==> src/rtl/imufp_pkg.sv <==
// Shared types and constants for the IMU frame parser.
`default_nettype none

package imufp_pkg;

    localparam int FRAME_LEN = 11;
    localparam int WIN_LEN   = FRAME_LEN - 1;
    localparam int CNT_W     = 4;
    localparam int CFG_IDX_W = 2;
    localparam int CFG_W     = 16;
    localparam int RAW_W     = 16;
    localparam int AXIS_W    = 31;

    localparam logic [7:0] HDR_SYNC   = 8'h55;
    localparam logic [7:0] HDR_MASK   = 8'h50;
    localparam logic [7:0] CODE_ACCEL = 8'h51;
    localparam logic [7:0] CODE_RATE  = 8'h52;
    localparam logic [7:0] CODE_ANGLE = 8'h53;
    localparam logic [7:0] CODE_MAG   = 8'h54;

    localparam logic [CFG_W-1:0] FS_MAX = 16'd32768;

    localparam logic [CFG_IDX_W-1:0] REG_ACCEL_FS = 2'd0;
    localparam logic [CFG_IDX_W-1:0] REG_RATE_FS  = 2'd1;
    localparam logic [CFG_IDX_W-1:0] REG_ANGLE_FS = 2'd2;

    localparam logic [1:0] KIND_ACCEL = 2'd0;
    localparam logic [1:0] KIND_RATE  = 2'd1;
    localparam logic [1:0] KIND_ANGLE = 2'd2;
    localparam logic [1:0] KIND_MAG   = 2'd3;

    typedef struct packed {
        logic [1:0]              kind;
        logic signed [RAW_W-1:0] raw_x;
        logic signed [RAW_W-1:0] raw_y;
        logic signed [RAW_W-1:0] raw_z;
        logic [CFG_W-1:0]        scale;
    } imufp_item_t;

endpackage

`default_nettype wire

==> src/rtl/imufp_front.sv <==
// Byte window, header check, frame classification and full-scale registers.
`default_nettype none

module imufp_front
    import imufp_pkg::*;
(
    input  wire logic                 clk,
    input  wire logic                 rst_n,
    input  wire logic                 in_fire,
    input  wire logic [7:0]           rx_byte,
    input  wire logic                 cfg_wr_en,
    input  wire logic [CFG_IDX_W-1:0] cfg_index,
    input  wire logic [CFG_W-1:0]     cfg_data,
    output logic                      push,
    output imufp_item_t               push_item
);

    // Last ten bytes received; the incoming byte completes an 11-byte frame.
    logic [7:0]       win_reg [WIN_LEN];
    logic [7:0]       win_next [WIN_LEN];
    logic [CNT_W-1:0] count_reg;
    logic [CNT_W-1:0] count_next;
    logic [CFG_W-1:0] accel_fs_reg;
    logic [CFG_W-1:0] rate_fs_reg;
    logic [CFG_W-1:0] angle_fs_reg;
    logic [CFG_W-1:0] cfg_clamped;
    logic             frame_full;
    logic             header_ok;
    logic             kind_known;

    always_comb
    begin
        if (cfg_data == '0)
        begin
            cfg_clamped = CFG_W'(1);
        end
        else if (cfg_data > FS_MAX)
        begin
            cfg_clamped = FS_MAX;
        end
        else
        begin
            cfg_clamped = cfg_data;
        end
    end

    always_ff @(posedge clk or negedge rst_n)
    begin
        if (!rst_n)
        begin
            accel_fs_reg <= 16'd16;
            rate_fs_reg  <= 16'd2000;
            angle_fs_reg <= 16'd180;
        end
        else if (cfg_wr_en)
        begin
            case (cfg_index)
                REG_ACCEL_FS: accel_fs_reg <= cfg_clamped;
                REG_RATE_FS:  rate_fs_reg  <= cfg_clamped;
                REG_ANGLE_FS: angle_fs_reg <= cfg_clamped;
                default:      ;
            endcase
        end
    end

    assign frame_full = (count_reg == CNT_W'(WIN_LEN));
    assign header_ok  = (win_reg[0] == HDR_SYNC) && ((win_reg[1] & HDR_MASK) == HDR_MASK);

    always_comb
    begin
        push_item.raw_x = {win_reg[3], win_reg[2]};
        push_item.raw_y = {win_reg[5], win_reg[4]};
        push_item.raw_z = {win_reg[7], win_reg[6]};
        kind_known      = 1'b1;
        case (win_reg[1])
            CODE_ACCEL:
            begin
                push_item.kind  = KIND_ACCEL;
                push_item.scale = accel_fs_reg;
            end
            CODE_RATE:
            begin
                push_item.kind  = KIND_RATE;
                push_item.scale = rate_fs_reg;
            end
            CODE_ANGLE:
            begin
                push_item.kind  = KIND_ANGLE;
                push_item.scale = angle_fs_reg;
            end
            CODE_MAG:
            begin
                push_item.kind  = KIND_MAG;
                push_item.scale = CFG_W'(1);
            end
            default:
            begin
                push_item.kind  = KIND_MAG;
                push_item.scale = CFG_W'(1);
                kind_known      = 1'b0;
            end
        endcase
    end

    assign push = in_fire && frame_full && header_ok && kind_known;

    always_comb
    begin
        for (int i = 0; i < WIN_LEN - 1; i++)
        begin
            win_next[i] = win_reg[i + 1];
        end
        win_next[WIN_LEN - 1] = rx_byte;

        // A bad header keeps ten bytes, which slides the frame by one.
        if (!frame_full)
        begin
            count_next = count_reg + CNT_W'(1);
        end
        else if (header_ok)
        begin
            count_next = '0;
        end
        else
        begin
            count_next = count_reg;
        end
    end

    always_ff @(posedge clk or negedge rst_n)
    begin
        if (!rst_n)
        begin
            count_reg <= '0;
        end
        else if (in_fire)
        begin
            count_reg <= count_next;
        end
    end

    always_ff @(posedge clk)
    begin
        if (in_fire)
        begin
            win_reg <= win_next;
        end
    end

endmodule

`default_nettype wire

==> src/rtl/imufp_queue.sv <==
// Short queue of classified frames between the front and back ends.
`default_nettype none

module imufp_queue
    import imufp_pkg::*;
#(
    parameter int DEPTH = 2
)
(
    input  wire logic         clk,
    input  wire logic         rst_n,
    input  wire logic         push,
    input  wire imufp_item_t  push_item,
    input  wire logic         pop,
    output imufp_item_t       head_item,
    output logic              full,
    output logic              empty
);

    localparam int QCNT_W = $clog2(DEPTH + 1);

    imufp_item_t       entry_reg [DEPTH];
    imufp_item_t       entry_next [DEPTH];
    logic [QCNT_W-1:0] count_reg;
    logic [QCNT_W-1:0] count_next;
    logic [QCNT_W-1:0] wr_slot;

    assign full      = (count_reg == QCNT_W'(DEPTH));
    assign empty     = (count_reg == '0);
    assign head_item = entry_reg[0];

    // Head stays at slot zero; a pop shifts every entry down by one.
    assign wr_slot = count_reg - QCNT_W'(pop);

    always_comb
    begin
        for (int i = 0; i < DEPTH; i++)
        begin
            entry_next[i] = entry_reg[i];
            if (pop && (i < DEPTH - 1))
            begin
                entry_next[i] = entry_reg[i + 1];
            end
            if (push && (wr_slot == QCNT_W'(i)))
            begin
                entry_next[i] = push_item;
            end
        end
        count_next = count_reg + QCNT_W'(push) - QCNT_W'(pop);
    end

    always_ff @(posedge clk or negedge rst_n)
    begin
        if (!rst_n)
        begin
            count_reg <= '0;
        end
        else
        begin
            count_reg <= count_next;
        end
    end

    always_ff @(posedge clk)
    begin
        entry_reg <= entry_next;
    end

`ifndef SYNTHESIS
    a_count_bound: assert property (@(posedge clk) disable iff (!rst_n)
        count_reg <= QCNT_W'(DEPTH))
        else $error("queue count above depth");

    a_no_pop_empty: assert property (@(posedge clk) disable iff (!rst_n)
        pop |-> !empty)
        else $error("pop from empty queue");

    a_push_grows: assert property (@(posedge clk) disable iff (!rst_n)
        (push && !pop) |=> (count_reg == $past(count_reg) + QCNT_W'(1)))
        else $error("push did not grow the queue");
`endif

endmodule

`default_nettype wire

==> src/rtl/imufp_back.sv <==
// Full-scale multiply of the three axes into the output register.
`default_nettype none

module imufp_back
    import imufp_pkg::*;
(
    input  wire logic                     clk,
    input  wire logic                     rst_n,
    input  wire logic                     q_empty,
    input  wire imufp_item_t              head_item,
    output logic                          pop,
    input  wire logic                     out_stall,
    output logic                          out_valid,
    output logic [1:0]                    frame_kind,
    output logic signed [AXIS_W-1:0]      axis_x,
    output logic signed [AXIS_W-1:0]      axis_y,
    output logic signed [AXIS_W-1:0]      axis_z
);

    logic                             valid_reg;
    logic [1:0]                       kind_reg;
    logic signed [AXIS_W-1:0]         x_reg;
    logic signed [AXIS_W-1:0]         y_reg;
    logic signed [AXIS_W-1:0]         z_reg;
    logic signed [RAW_W+CFG_W:0]      prod_x;
    logic signed [RAW_W+CFG_W:0]      prod_y;
    logic signed [RAW_W+CFG_W:0]      prod_z;
    logic signed [CFG_W:0]            scale_s;

    // Load a new result when the output register is empty or being taken.
    assign pop     = !q_empty && (!valid_reg || !out_stall);
    assign scale_s = $signed({1'b0, head_item.scale});
    assign prod_x  = head_item.raw_x * scale_s;
    assign prod_y  = head_item.raw_y * scale_s;
    assign prod_z  = head_item.raw_z * scale_s;

    always_ff @(posedge clk or negedge rst_n)
    begin
        if (!rst_n)
        begin
            valid_reg <= 1'b0;
        end
        else if (pop)
        begin
            valid_reg <= 1'b1;
        end
        else if (!out_stall)
        begin
            valid_reg <= 1'b0;
        end
    end

    always_ff @(posedge clk)
    begin
        if (pop)
        begin
            kind_reg <= head_item.kind;
            x_reg    <= prod_x[AXIS_W-1:0];
            y_reg    <= prod_y[AXIS_W-1:0];
            z_reg    <= prod_z[AXIS_W-1:0];
        end
    end

    assign out_valid  = valid_reg;
    assign frame_kind = kind_reg;
    assign axis_x     = x_reg;
    assign axis_y     = y_reg;
    assign axis_z     = z_reg;

endmodule

`default_nettype wire

==> src/rtl/imu_frame_parser.sv <==
// IMU frame parser: top level joining front end, queue and back end.
//
// Input channel: one serial byte per transfer on rx_byte (in_valid/in_stall).
// Output channel: one result per good frame with a known kind: frame_kind and
// the three axes, each raw * full scale in Q.15 (raw for magnetic field).
// Config port: cfg_wr_en writes cfg_data to register cfg_index
// (0 accel, 1 rate, 2 angle full scale; 0 clamps to 1, above 32768 to 32768).
// Throughput: one byte per cycle while in_stall is low. The last byte of a
// frame classifies it into the queue on its transfer; the frame is then
// multiplied into the output register once that register is empty or taken.
// The queue holds QUEUE_DEPTH frames; in_stall rises only when it is full,
// which takes QUEUE_DEPTH frames piling up behind a stalled output result.
// Reset empties the byte window, queue and output register and restores the
// full-scale registers to 16, 2000 and 180. While out_stall is high the
// output holds its result; bytes keep flowing until the queue fills.
`default_nettype none

module imu_frame_parser
    import imufp_pkg::*;
#(
    parameter int QUEUE_DEPTH = 2
)
(
    input  wire logic                     clk,
    input  wire logic                     rst_n,
    input  wire logic                     in_valid,
    output logic                          in_stall,
    input  wire logic [7:0]               rx_byte,
    output logic                          out_valid,
    input  wire logic                     out_stall,
    output logic [1:0]                    frame_kind,
    output logic signed [AXIS_W-1:0]      axis_x,
    output logic signed [AXIS_W-1:0]      axis_y,
    output logic signed [AXIS_W-1:0]      axis_z,
    input  wire logic                     cfg_wr_en,
    input  wire logic [CFG_IDX_W-1:0]     cfg_index,
    input  wire logic [CFG_W-1:0]         cfg_data
);

    logic        in_fire;
    logic        push;
    logic        pop;
    logic        q_full;
    logic        q_empty;
    imufp_item_t push_item;
    imufp_item_t head_item;

    assign in_stall = q_full;
    assign in_fire  = in_valid && !in_stall;

    imufp_front u_front (
        .clk       (clk),
        .rst_n     (rst_n),
        .in_fire   (in_fire),
        .rx_byte   (rx_byte),
        .cfg_wr_en (cfg_wr_en),
        .cfg_index (cfg_index),
        .cfg_data  (cfg_data),
        .push      (push),
        .push_item (push_item)
    );

    imufp_queue #(
        .DEPTH (QUEUE_DEPTH)
    ) u_queue (
        .clk       (clk),
        .rst_n     (rst_n),
        .push      (push),
        .push_item (push_item),
        .pop       (pop),
        .head_item (head_item),
        .full      (q_full),
        .empty     (q_empty)
    );

    imufp_back u_back (
        .clk        (clk),
        .rst_n      (rst_n),
        .q_empty    (q_empty),
        .head_item  (head_item),
        .pop        (pop),
        .out_stall  (out_stall),
        .out_valid  (out_valid),
        .frame_kind (frame_kind),
        .axis_x     (axis_x),
        .axis_y     (axis_y),
        .axis_z     (axis_z)
    );

endmodule

`default_nettype wire

==> config.mk <==
export PLATFORM = sky130hd
export DESIGN_NAME = imu_frame_parser
export DESIGN_NICKNAME = d
export VERILOG_FILES = /design/src/rtl/imufp_pkg.sv /design/src/rtl/imufp_front.sv /design/src/rtl/imufp_queue.sv /design/src/rtl/imufp_back.sv /design/src/rtl/imu_frame_parser.sv
export SDC_FILE = /design/constraint.sdc
export NUM_CORES = 2
export LEC_CHECK = 0
export ABC_AREA = 1
export BUFFER_PORTS_ARGS = -buffer_cell sky130_fd_sc_hd__buf_2
export CELL_PAD_IN_SITES_DETAIL_PLACEMENT = 2
export CELL_PAD_IN_SITES_GLOBAL_PLACEMENT = 2
export CORE_UTILIZATION = 43
export DETAILED_ROUTE_END_ITERATION = 16
export GPL_ROUTABILITY_DRIVEN = 0
export PLACE_DENSITY = 0.95
export SETUP_SLACK_MARGIN = 0.05
export SLEW_MARGIN = 20
export SYNTH_ARGS = -nofsm -noshare
export SYNTH_HDL_FRONTEND = slang
export SYNTH_SLANG_ARGS = --single-unit
export TNS_END_PERCENT = 20
==> constraint.sdc <==
create_clock -name clk -period 18.2 [get_ports clk]
set_input_delay 2.73 -clock clk [delete_from_list [all_inputs] [get_ports clk]]
set_output_delay 2.73 -clock clk [all_outputs]
set_load 0.01 [all_outputs]
After elaboration in Yosys (flattened, before gate mapping) --
Index checks and enable logic that the tools add are counted. Widths: inputs -> output; s select.
Operators by class: multipliers 3, mux-type cells 11, magnitude comparators 1, reduce and logical (&&, ||, !) cells 23, eq/ne operators 13, add/subtract/negate cells 4
Operators by type and width (count):
- $mux 66 | 2
- $mul 16x17->31 | 3
- $pmux 16 s3 | 1
- $eq 8x7->1 const B | 5
- $mux 16 | 2
- $gt 16x16->1 const B | 1
- $logic_not 16->1 | 1
- $logic_and 1x1->1 | 8
- $mux 4 | 2
- $reduce_and 2->1 | 4
- $eq 2x2->1 const B | 3
- $logic_not 2->1 | 3
- $pmux 2 s3 | 1
- $add 4x1->4 const B | 1
- $eq 2x1->1 const B | 2
- $eq 4x4->1 const B | 1
- $logic_not 1->1 | 4
- $reduce_or 4->1 | 1
- $sub 2x1->2 | 2
- $mux 1 | 3
- $add 2x1->2 | 1
- $ne 2x1->1 const B | 1
- $ne 2x2->1 const B | 1
- $reduce_bool 2->1 | 1
- $logic_or 1x1->1 | 1
Word-level totals: register bits after elaboration 362, input bits 31, output and inout bits 97

Logic depth before layout (Yosys ltp) --
depth after elaboration 8, depth in mapped cells 27, gate-level depth less buffers 25

Cells and area by module --
Synthesis repeated with hierarchy kept, for this count alone.
Unflattened totals: cell total of the unflattened synthesis 5185, area, all modules 42782.3 um2
By module, submodules not included:
- imufp_back | instances 1, cells an instance 4278, area an instance 31667.9 um2
- imufp_queue | instances 1, cells an instance 449, area an instance 5693.0 um2
- imufp_front | instances 1, cells an instance 456, area an instance 5411.4 um2
- imu_frame_parser | instances 1, cells an instance 2, area an instance 10.0 um2

Worst setup path after synthesis --
Ideal clock, no wire load.
path kind input-to-reg, start in out_stall, end reg u_queue.entry_reg[0] (netlist name), enable pin, setup slack 7.446 ns, stages 5, data required time 17.616 ns, buffers on the path 0, arrival time 10.169 ns, path through nand2_1 o21ai_0 inv_1 ha_1 nor3b_1
On the way: cells in the longest elaborated chain, start to end 6
RTL lines:
- start: declaration | RTL line imu_frame_parser.sv:30 | input wire logic out_stall,
- $logic_not 1->1 | RTL line imufp_back.sv:31 | assign pop = !q_empty && (!valid_reg || !out_stall);
- $logic_or 1x1->1 | RTL line imufp_back.sv:31
- $logic_and 1x1->1 | RTL line imufp_back.sv:31
- named net pop | RTL line imu_frame_parser.sv:42 | logic pop;
- $sub 2x1->2 | RTL line imufp_queue.sv:33 | assign wr_slot = count_reg - QCNT_W'(pop);
- $eq 2x1->1 | RTL line imufp_queue.sv:44 | if (push && (wr_slot == QCNT_W'(i)))
- $logic_and 1x1->1 | RTL line imufp_queue.sv:44
- end signal: assignment | RTL line imufp_queue.sv:66 | entry_reg <= entry_next;
- end: declaration | RTL line imufp_queue.sv:22 | imufp_item_t entry_reg [DEPTH];
The timed path passes the listed nets, and every way through them passes these cells. A chain may end at the register's enable or synchronous reset.

Final worst setup path --
start reg u_queue.entry_reg (netlist bit u_queue.head_item[4]), end reg u_back.z_reg[21] (netlist: u_back.axis_z[21]) (data pin)
On the way: cells in the longest elaborated chain, start to end 1
RTL lines:
- $mul 16x17->31 | RTL line imufp_back.sv:35 | assign prod_z = head_item.raw_z * scale_s;
- named net u_back.prod_z[21] | RTL line imufp_back.sv:27 | logic signed [RAW_W+CFG_W:0] prod_z;
- end signal: assignment | RTL line imufp_back.sv:60 | z_reg <= prod_z[AXIS_W-1:0];
- end: declaration | RTL line imufp_back.sv:24 | logic signed [AXIS_W-1:0] z_reg;
The timed path passes the listed nets, and every way through them passes these cells.

==> impl_results.md <==
- Status: finished, final reports clean
- Fin. max-slew vios: 0
- CTS tree: done
- Post-route worst setup slack: 10.54 ns
- Layout cells sized above 1: 0.0527
- Max-Cap Viols: 0
- Placeable Area: 0.0954 sq mm
- Crit Path Category: reg2reg
- # IOs: 128
- CTS resizes: 0
- 1st-iter DRT viols: 3,531
- Worst-path clk slew: 0.07 ns
- HPWL Detailed: 143,000 microns
- Root Driver: clkbuf_16
- Final Cycle Share: 0.421
- Vias per cell: 5.91
- Netlist Area Pre-Place: 0.0416 sq mm
- GRT Total Usage: 0.444
- Critical Path Fanout Max: 48
- Std-Cell Rows: 113
- Post-CTS setup buffer count: 0
- Clock skew: 0.0507 ns
- Routed WL: 215,000 microns
- # setup viols final: 0
- Avg Synthesized Cell Area: 8.23 sq um
- Post-route DRC: 0
- Pin count of the biggest net entering global routing: 82
- CTS Buffer Depth: 3
- Worst Path Arrival: 8.05 ns
- Crit start category: register
- Worst Path Buf+Inv: 7
- Dominant cells by area after synthesis: fa_1 28%, edfxtp_1 22%, nand2_1 14%
- Normalized max-slew margin: 0.234
- Die ar.: 0.0980 sq mm
- Top-count cell post-synth: nand2_1
- Worst path slowest cell: buf_4
- Cells after Synth: 5,053
- Initial antenna violation count: 11
- #FFs+latches synth: 362
- Fin crit period: 7.66 ns
- Vias in the first global route: 44,158
- Overflow left after global routing: 0
- Prevailing post-synth register cell: edfxtp_1
- IO Port Bufs: 127
- Total negative slack: 0 ns
- H-tree Lvls: 2
- TritonCTS buffer count: 45
- Die Ht: 313 microns
- DP Worst Slack: 11.50 ns
- Initial Utilization: 0.436
- Top cell type's share of synthesized area: 0.280
- Worst hold path type: reg2reg
- Asr flop ratio synth: 0.152
- CP cell instances: buf_4, nand2_1, inv_1, fa_1, inv_1, fa_1, fa_1, inv_1, ha_1, fa_1, inv_1, fa_1, inv_1, ha_1, nand2_1, nor2_1, inv_1, nor2_1, nand2_1, nand2_1, nand2_1, nand3_1, nand2_1
- Setup repair after global routing missed its margin: no
- Fmax: 131 MHz
- Post-synth cell types: 39
- Max stage delay on crit path: 0.76 ns
- EDFF count, synth: 307
- Antenna viol nets, final: 0
- # clock sinks: 362
- TritonRoute pass-1 iters: 7
- Worst slew pin tran: 1.15 ns
- Worst endpoint required time: 18.59 ns
- Post-Syn Nets: 6,001
- Routed wire per std cell: 33.8 microns
- Vias: 37,533
- First-pass GRT wire length: 311,000 microns
- Hold buffers post-CTS: 0
- Commonest cells in the netlist: 1,597 x nand2_1, 1,353 x inv_1, 582 x fa_1
- Synth warn: 0
- CP endpoint kind: register
- Worst skew pair latency: 0.70 ns
- Sequential area share after synthesis: 0.255
- Nets: 5,994
- Largest area contributor in the netlist: fa_1
- Final hold vios: 0
- Die Span X: 313 microns
- Number of fill cells in the layout: 10,682
- Crit path max-delay family: adder cells
- Area grow syn2layout: 7.48%
-- path summary, 6_finish.rpt --
check / start / end / slack, ns / cells after the start
min in group asynchronous: rst_n / u_queue.count_reg[0] / 2.20 / 2
max in group asynchronous: rst_n / u_front.accel_fs_reg[15] / 15.46 / 2
max: u_queue.head_item[4] / u_back.axis_z[21] / 10.54 / 23
min: u_front.win_next[15] / u_front.win_next[23] / 0.42 / 0
max reg2reg: u_queue.head_item[4] / u_back.axis_z[21] / 10.54 / 23
min reg2reg: u_front.win_next[15] / u_front.win_next[23] / 0.42 / 0
-- through the flow --
| step | cell area, sq um | utilization | hold WS [ns] | cells |
|---|---|---|---|---|
| finish | 44700 | 0.468 | 0.419 | 6350 |
| global route | 44700 | 0.468 | 0.442 | 6347 |
| CTS | 44700 | 0.468 | 0.422 | 6346 |
| detailed placement | 43200 | 0.452 | 0.411 | 6263 |
| global placement | 43200 | 0.452 | 0.401 | 6263 |
| floorplan | 41600 | - | 0.400 | 5053 |
-- final cells by class --
type,count,area [sq um],share of cell area
antenna,3,7.51,0.000168
clock buffer,57,1210,0.0271
clock inverter,26,297,0.00663
inverter,1362,5120,0.114
multi-input combinational,3119,25000,0.559
sequential,362,10600,0.237
tap,1265,1580,0.0354
timing repair buffer,156,866,0.0194
-- logic make-up after synthesis --
kind of cell / count (synthesis) / synth area share
buffers and inverters: 1572 / 0.144
xor gates and xnor gates: 44 / 0.00927
and+or+nand+nor: 2085 / 0.201
AOI/OAI and AO/OA: 73 / 0.00987
DFF: 362 / 0.255
adders and majority gates: 917 / 0.381
-- per-layer routing --
metal	track usage	part of all wire	up-vias
met5	0.00193	0.00044	-
met4	0.375	0.10	14
met3	0.119	0.086	1207
met2	0.740	0.48	2452
met1	0.466	0.33	19130
li1	-	-	14730
-- placed cells by master (no fill, tap or decap), types with 37 or more instances in the layout --
cell type and instances:
dfrtp_1 44, a21oi_1 52, clkbuf_16 45, xor2_1 37
edfxtp_1 307, inv_1 1351, nand2_1 1596, ha_1 335
nand3_1 256, fa_1 582, nor2_1 157, buf_2 127
Power is left out: the tool's default activity adds up to more than one toggle a clock period on the data nets, which glitch-free logic cannot reach.
